**config.mk**
```make
export PLATFORM = sky130hd
export DESIGN_NAME = address_reader_set_table
export DESIGN_NICKNAME = d
export VERILOG_FILES = /design/src/hw/rtl/arst_pkg.sv /design/src/hw/rtl/address_reader_set_table.sv
export SDC_FILE = /design/constraint.sdc
export NUM_CORES = 1
export LEC_CHECK = 0
export ABC_AREA = 1
export BUFFER_PORTS_ARGS = -buffer_cell sky130_fd_sc_hd__clkbuf_2
export CAP_MARGIN = 20
export CORE_MARGIN = 1
export CORE_UTILIZATION = 58
export CTS_CLUSTER_DIAMETER = 120
export DETAILED_ROUTE_END_ITERATION = 7
export PLACE_DENSITY_LB_ADDON = 0.12
export SETUP_SLACK_MARGIN = 0.02
export SYNTH_ARGS = -nofsm -noshare
export SYNTH_HDL_FRONTEND = slang
export SYNTH_SLANG_ARGS = --single-unit
```
**constraint.sdc**
```tcl
create_clock -name clk -period 12.82 [get_ports clk]
set_input_delay 2.564 -clock clk [delete_from_list [all_inputs] [get_ports clk]]
set_output_delay 2.564 -clock clk [all_outputs]
set_load 0.005 [all_outputs]
```
**src/hw/rtl/arst_pkg.sv**
```systemverilog
// ---------------------------------------------------------------------------
// arst_pkg
// shared types and codes of the address reader set table
// ---------------------------------------------------------------------------
package arst_pkg;

  localparam int READER_W = 16;
  localparam int KIND_W   = 3;
  localparam int STATUS_W = 2;

  localparam logic [KIND_W-1:0] KIND_ADD    = 3'd0;
  localparam logic [KIND_W-1:0] KIND_MERGE  = 3'd1;
  localparam logic [KIND_W-1:0] KIND_REMOVE = 3'd2;
  localparam logic [KIND_W-1:0] KIND_QUERY  = 3'd3;
  localparam logic [KIND_W-1:0] KIND_READ   = 3'd4;

  localparam logic [STATUS_W-1:0] STATUS_OK        = 2'd0;
  localparam logic [STATUS_W-1:0] STATUS_FULL      = 2'd1;
  localparam logic [STATUS_W-1:0] STATUS_NOT_FOUND = 2'd2;

  typedef enum logic [1:0] {
    ST_CLEAR,
    ST_IDLE,
    ST_SCAN,
    ST_UPDATE
  } arst_state_t;

endpackage

```
**src/hw/rtl/address_reader_set_table.sv**
```systemverilog
// ---------------------------------------------------------------------------
// address_reader_set_table
// maps an address tag to a set of reader ids; one shared compare unit scans
// the entry memory one entry per cycle, then at most one write updates it
// a new item is accepted only once the last one has been scanned and written out,
// held back by the scan loop over the single read port of the entry memory
// reset: clears control, then a clearing pass over every entry
// invalidates each one while in_tready stays low
// ---------------------------------------------------------------------------
module address_reader_set_table import arst_pkg::*; #(
  parameter int TABLE_ENTRIES = 16,
  parameter int READER_COUNT  = 16,
  parameter int TAG_BITS      = 32
) (
  input  logic                clk,
  input  logic                rst_n,
  input  logic                in_tvalid,
  output logic                in_tready,
  input  logic [55:0]         in_tdata,   // address_tag[31:0], reader_id[35:32], reader_mask[51:36]
  input  logic [KIND_W-1:0]   in_tuser,   // kind[2:0]
  output logic                out_tvalid,
  input  logic                out_tready,
  output logic [23:0]         out_tdata,  // is_present[0], readers_now[16:1]
  output logic [STATUS_W-1:0] out_tuser   // status[1:0]
);

  localparam int TAG_W = (TAG_BITS < 32) ? TAG_BITS : 32;
  localparam int IDX_W = (TABLE_ENTRIES > 1) ? $clog2(TABLE_ENTRIES) : 1;
  localparam int CNT_W = $clog2(TABLE_ENTRIES + 1);
  localparam int MEM_W = 1 + TAG_W + READER_W;
  localparam logic [CNT_W-1:0] CNT_LAST = CNT_W'(TABLE_ENTRIES);
  localparam logic [CNT_W-1:0] CLR_LAST = CNT_W'(TABLE_ENTRIES - 1);
  localparam logic [READER_W-1:0] LEGAL_MASK = (READER_COUNT >= READER_W) ?
    {READER_W{1'b1}} : READER_W'((64'd1 << READER_COUNT) - 64'd1);

  // entry memory: valid, tag, readers
  logic [MEM_W-1:0] mem [TABLE_ENTRIES];
  logic [MEM_W-1:0] rd_data_r;
  logic [IDX_W-1:0] rd_addr;
  logic             mem_we;
  logic [IDX_W-1:0] mem_waddr;
  logic [MEM_W-1:0] mem_wdata;

  arst_state_t state_r, state_nxt;
  logic [CNT_W-1:0] cnt_r, cnt_nxt;
  logic             cmp_vld_r, cmp_vld_nxt;
  logic [IDX_W-1:0] cmp_idx_r, cmp_idx_nxt;

  logic [KIND_W-1:0]   kind_r, kind_nxt;
  logic [TAG_W-1:0]    tag_r, tag_nxt;
  logic [READER_W-1:0] bit_r, bit_nxt;
  logic [READER_W-1:0] merge_r, merge_nxt;

  logic                hit_r, hit_nxt;
  logic [IDX_W-1:0]    hit_idx_r, hit_idx_nxt;
  logic [READER_W-1:0] hit_readers_r, hit_readers_nxt;
  logic                free_r, free_nxt;
  logic [IDX_W-1:0]    free_idx_r, free_idx_nxt;

  logic                out_tvalid_r, out_tvalid_nxt;
  logic [STATUS_W-1:0] out_status_r, out_status_nxt;
  logic                out_present_r, out_present_nxt;
  logic [READER_W-1:0] out_readers_r, out_readers_nxt;

  logic                in_acc;
  logic                out_load;
  logic                upd_we;
  logic [IDX_W-1:0]    upd_idx;
  logic [READER_W-1:0] upd_readers;
  logic [READER_W-1:0] upd_add;
  logic [STATUS_W-1:0] res_status;
  logic                res_present;
  logic [READER_W-1:0] res_readers;

  logic                rd_valid;
  logic [TAG_W-1:0]    rd_tag;
  logic [READER_W-1:0] rd_readers;

  assign rd_valid   = rd_data_r[MEM_W-1];
  assign rd_tag     = rd_data_r[READER_W +: TAG_W];
  assign rd_readers = rd_data_r[READER_W-1:0];

  assign in_acc     = in_tvalid && in_tready;
  assign out_tvalid = out_tvalid_r;
  assign out_tuser  = out_status_r;
  assign out_tdata  = {7'd0, out_readers_r, out_present_r};

  always_ff @(posedge clk) begin
    if (mem_we) begin
      mem[mem_waddr] <= mem_wdata;
    end
    rd_data_r <= mem[rd_addr];
  end

  // next state
  always_comb begin
    state_nxt = state_r;
    case (state_r)
      ST_CLEAR:  if (cnt_r == CLR_LAST) state_nxt = ST_IDLE;
      ST_IDLE:   if (in_tvalid) state_nxt = ST_SCAN;
      ST_SCAN:   if (cnt_r == CNT_LAST) state_nxt = ST_UPDATE;
      ST_UPDATE: if (!out_tvalid_r || out_tready) state_nxt = ST_IDLE;
      default:   state_nxt = ST_IDLE;
    endcase
  end

  // sequencer outputs
  always_comb begin
    in_tready = 1'b0;
    out_load  = 1'b0;
    mem_we    = 1'b0;
    mem_waddr = cnt_r[IDX_W-1:0];
    mem_wdata = '0;
    rd_addr   = cnt_r[IDX_W-1:0];
    case (state_r)
      ST_CLEAR: begin
        mem_we = 1'b1;
      end
      ST_IDLE: begin
        in_tready = 1'b1;
      end
      ST_SCAN: begin
      end
      ST_UPDATE: begin
        out_load  = !out_tvalid_r || out_tready;
        mem_we    = out_load && upd_we;
        mem_waddr = upd_idx;
        mem_wdata = {1'b1, tag_r, upd_readers};
      end
      default: begin
      end
    endcase
  end

  // update decision
  always_comb begin
    upd_we      = 1'b0;
    upd_idx     = hit_idx_r;
    upd_readers = hit_readers_r;
    upd_add     = (kind_r == KIND_ADD) ? bit_r : merge_r;
    res_status  = STATUS_OK;
    res_present = 1'b0;
    res_readers = '0;
    case (kind_r)
      KIND_ADD, KIND_MERGE: begin
        if (hit_r) begin
          upd_we      = 1'b1;
          upd_readers = hit_readers_r | upd_add;
          res_readers = hit_readers_r | upd_add;
        end else if (kind_r == KIND_MERGE && upd_add == '0) begin
          res_status = STATUS_NOT_FOUND;
        end else if (!free_r) begin
          res_status = STATUS_FULL;
        end else begin
          upd_we      = 1'b1;
          upd_idx     = free_idx_r;
          upd_readers = upd_add;
          res_readers = upd_add;
        end
      end
      KIND_REMOVE, KIND_QUERY, KIND_READ: begin
        if (!hit_r) begin
          res_status = STATUS_NOT_FOUND;
        end else if (kind_r == KIND_REMOVE) begin
          upd_we      = 1'b1;
          upd_readers = hit_readers_r & ~bit_r;
          res_readers = hit_readers_r & ~bit_r;
        end else begin
          res_present = (kind_r == KIND_QUERY) && |(hit_readers_r & bit_r);
          res_readers = hit_readers_r;
        end
      end
      default: begin
      end
    endcase
  end

  // datapath next values
  always_comb begin
    cnt_nxt         = cnt_r;
    cmp_vld_nxt     = (state_r == ST_SCAN) && (cnt_r != CNT_LAST);
    cmp_idx_nxt     = cnt_r[IDX_W-1:0];
    kind_nxt        = kind_r;
    tag_nxt         = tag_r;
    bit_nxt         = bit_r;
    merge_nxt       = merge_r;
    hit_nxt         = hit_r;
    hit_idx_nxt     = hit_idx_r;
    hit_readers_nxt = hit_readers_r;
    free_nxt        = free_r;
    free_idx_nxt    = free_idx_r;
    out_tvalid_nxt  = out_tvalid_r && !out_tready;
    out_status_nxt  = out_status_r;
    out_present_nxt = out_present_r;
    out_readers_nxt = out_readers_r;

    case (state_r)
      ST_CLEAR, ST_SCAN: cnt_nxt = cnt_r + 1'b1;
      ST_IDLE:           cnt_nxt = '0;
      default:           cnt_nxt = cnt_r;
    endcase

    if (in_acc) begin
      kind_nxt  = in_tuser;
      tag_nxt   = in_tdata[TAG_W-1:0];
      bit_nxt   = (READER_W'(1) << in_tdata[35:32]) & LEGAL_MASK;
      merge_nxt = in_tdata[51:36] & LEGAL_MASK;
      hit_nxt   = 1'b0;
      free_nxt  = 1'b0;
    end

    // shared compare unit, one entry per cycle
    if (cmp_vld_r) begin
      if (rd_valid && rd_tag == tag_r) begin
        hit_nxt         = 1'b1;
        hit_idx_nxt     = cmp_idx_r;
        hit_readers_nxt = rd_readers;
      end
      if (!rd_valid && !free_r) begin
        free_nxt     = 1'b1;
        free_idx_nxt = cmp_idx_r;
      end
    end

    if (out_load) begin
      out_tvalid_nxt  = 1'b1;
      out_status_nxt  = res_status;
      out_present_nxt = res_present;
      out_readers_nxt = res_readers;
    end
  end

  always_ff @(posedge clk) begin
    if (!rst_n) begin
      state_r      <= ST_CLEAR;
      cnt_r        <= '0;
      cmp_vld_r    <= 1'b0;
      hit_r        <= 1'b0;
      free_r       <= 1'b0;
      out_tvalid_r <= 1'b0;
    end else begin
      state_r      <= state_nxt;
      cnt_r        <= cnt_nxt;
      cmp_vld_r    <= cmp_vld_nxt;
      hit_r        <= hit_nxt;
      free_r       <= free_nxt;
      out_tvalid_r <= out_tvalid_nxt;
    end
  end

  always_ff @(posedge clk) begin
    cmp_idx_r     <= cmp_idx_nxt;
    kind_r        <= kind_nxt;
    tag_r         <= tag_nxt;
    bit_r         <= bit_nxt;
    merge_r       <= merge_nxt;
    hit_idx_r     <= hit_idx_nxt;
    hit_readers_r <= hit_readers_nxt;
    free_idx_r    <= free_idx_nxt;
    out_status_r  <= out_status_nxt;
    out_present_r <= out_present_nxt;
    out_readers_r <= out_readers_nxt;
  end

endmodule
```
==> flow_summary.ini <==
[critical_path]
worstPathMaxFanout = 28
path_class = in -> reg
r2r-start = kind_r[2]$_DFFE_PP_
cp-endpoint = mem[14][6]$_DFFE_PP_
r2r_worst_path_depth = 10
crit_buf_inv = 4
worst-path-stages = 11
crit_arrival_ps = 5470
path_cells = clkbuf_2, inv_1, a21oi_2, buf_4, nand2_1, nor2_1, nand2_2, a21oi_4, nand3_2, nor2_4, buf_4
cpMostUsedCell = buf_4
critical_path.max_stage_delay_ps = 810
regToRegEndpoint = mem[14][6]$_DFFE_PP_
startpoint_type = input pin
worst_path_max_delay_cell = nor2_4
endpoint_kind = flop
cpLargestDelayFamily = simple AND/OR/NAND/NOR gates
crit_required_ps = 13090
timing.critical_path.from = out_tready
worst-r2r-setup-slack_ps = 7780

[die]
core_area_sq_mm = 0.0645
initial_core_util = 0.586
core.rowCount = 93
die-width_um = 257
die-area_sq_mm = 0.0662
ioPinCount = 91
die_y_um = 257

[clock_network]
postCtsResizedCells = 0
clk-insertion-delay-late_ps = 650
cts_hold_repair.buffers = 0
cts_max_level = 3
cts_tree = built
clk_path_buf_depth = 3
cts_root_buf = clkbuf_16
cts_made_buffers = 96
clkSinkCount = 958
clkSlewWorstSetupHoldPaths_ps = 60
post-cts-setup-buffers = 0

[placed_design]
hpwlAfterDp_mm = 47.1
port-buffer-count = 79
detailed_place.area_sq_mm = 0.0390
gp_congestion = 0.905

[finish]
total_inserted_antenna_cells = 0
fin_nets = 3075
fraction_of_layout_instances_using_a_drive_strength_above_1 = 0.105
syn_to_final_growth_pct = 11.7
post-route-cell-area_sq_mm = 0.0422

[grt]
grt_antenna_before_repair = 0
grt_start_max_net_pins = 167
first_global_vias = 23700
grt.overflow.total = 0
grt_pass1_wl_mm = 141
gr-usage-all-layers = 0.285

[worst_hold_path]
hold_path_startpoint = cnt_r[3]$_SDFFE_PN0P_
hold-path-cell-count = 0
hold_path_class = reg -> reg

[logic_synthesis]
yosys.cell_types.count = 43
syn-instance-count = 2970
synth_warnings = 0
synth.yosys.seq_area_share = 0.744
mappedNetlistArea_sq_mm = 0.0378
synth-main-ff-cell = edfxtp_1
synth_async_sr_flop_share = 0
ys_ff_latch = 958
synth-edff-count = 894
syn-mean-instance-area_sq_um = 12.7

[detailed_routing]
drt_wl_total_mm = 94.0
drt.antenna.violating_nets = 0
firstDrtPassIters = 7
initialDrtViolationCount = 2366
routedWlPerCell_um = 23.9
drc = 0
via_count = 24300
post_drt_via_cell_ratio = 6.17

[timing]
setup_viol = 0
final-hold-violation-count = 0
pins_over_slew_limit = 0
fin_setup_tns_ps = 0
worst_slew_pin_slew_ps = 1100
rsz0062_at_grt = false
max_freq_ghz = 0.192
layout_worst_path_cycle_share = 0.406
max-slew-margin-rel = 0.267
fin_crit_ps = 5200
maximum_clock_skew_at_final_layout_ps = 28.0

[flow_run]
maxCapViolations = 0

[status]
outcome = finished, final reports clean

[pwr]
irDropWorstVdd_uv = 157
power_density_mw_per_mm2 = 204
power_leakage_uw = 0.0143
-- Yosys cell counts (4+ instances only) --
master	number	area, sq um
o211ai_1	46	345
o21ai_0	416	2080
nor2_1	479	1800
nand3b_1	5	37.5
buf_4	10	75.1
edfxtp_1	894	26800
buf_1	19	71.3
nand2_4	4	45.0
or2_2	11	68.8
inv_2	5	18.8
o221ai_1	79	692
a221oi_1	4	35.0
xor2_1	7	61.3
a22o_1	4	35.0
nand3_2	4	40.0
o22ai_1	120	751
a21oi_1	20	100
nor3_1	10	50.1
nand2_2	7	43.8
nand4_1	12	75.1
nand3_1	175	876
clkbuf_1	154	578
nor4_1	7	43.8
nand2_1	252	946
inv_1	125	469
ha_1	9	113
dfxtp_1	64	1280
-- worst register-to-register path, delay by kind of cell, from the launching register on --
family                 cells  cell delay, ps
AO/OA/AOI/OAI              1             220
flip-flops                 1             470
buffers and inverters      2            1080
AND/OR/NAND/NOR            7            2880
-- stage by stage --
step / std cells / total power, uW / util / setup WS (ps) / hold WS [ps]
CTS: 3938 / 8650 / 0.655 / 7600 / 393
global placement: 3759 / 5770 / 0.604 / 6950 / 370
detailed placement: 3759 / 5840 / 0.604 / 6920 / 382
floorplan: 2976 / 5230 / - / 6070 / 349
global route: 3939 / 8990 / 0.655 / 7500 / 403
finish: 3939 / 8630 / 0.655 / 7620 / 390
-- sequential cells by signal, indices dropped and copies added, names as in the netlist, 5 cells and up --
name	cells
mem	784
rd_data_r	49
cnt_r	5
bit_r	16
tag_r	32
merge_r	16
hit_readers_r	16
out_readers_r	16
-- logic make-up (layout without fill, tap and decap cells) --
family	count (synthesis)	count (layout)	share of synthesized area
other	1	7	0.0000992
flip-flops	958	958	0.744
XOR/XNOR	8	8	0.00185
buffers and inverters	321	429	0.0336
adder cells (fa/ha/maj)	9	9	0.00298
AND/OR/NAND/NOR	975	975	0.108
AO/OA/AOI/OAI	698	698	0.109
-- final cells by class --
type,count,area [sq um]
clock buffer,135,2740
clock inverter,44,497
fill,4705,22200
inverter,132,508
multi-input combinational,1697,8560
sequential,958,28100
tap,855,1070
timing repair buffer,118,708
-- layer usage --
metal  GRT usage  routed length (um)
met5           0                   0
met4      0.0930                2640
met3      0.0393                6520
met2       0.493               47300
met1       0.373               37600
-- where the power goes --
part,switching (uW),internal [uW]
registers,157,3850
clock network,1150,1680
logic,1300,499
-- how the worst min path moves through the flow --
stage                           endpoint  slack, ps
CTS                 cmp_idx_r[3]$_DFF_P_        390
detailed placement  cmp_idx_r[3]$_DFF_P_        380
finish              cmp_idx_r[3]$_DFF_P_        390
floorplan           cmp_idx_r[2]$_DFF_P_        350
global placement    cmp_idx_r[3]$_DFF_P_        370
global route        cmp_idx_r[3]$_DFF_P_        400
-- placed cells by master, fill, tap and decap left out, types with 10 or more instances in the layout --
| cell type | count |
|---|---|
| clkinv_2 | 20 |
| edfxtp_1 | 894 |
| inv_1 | 123 |
| nand3_1 | 175 |
| clkbuf_16 | 100 |
| nor2_4 | 18 |
| nor3_1 | 10 |
| o211ai_1 | 46 |
| clkbuf_8 | 11 |
| a21oi_1 | 19 |
| dfxtp_1 | 61 |
| o22ai_1 | 120 |
| or2_2 | 11 |
| clkbuf_2 | 79 |
| o21ai_0 | 416 |
| nand2_1 | 252 |
| clkinv_1 | 13 |
| buf_4 | 38 |
| nand4_1 | 12 |
| o221ai_1 | 79 |
| nor2_1 | 461 |
| clkbuf_1 | 24 |
Note: power is estimated with default switching activity, not from simulation.
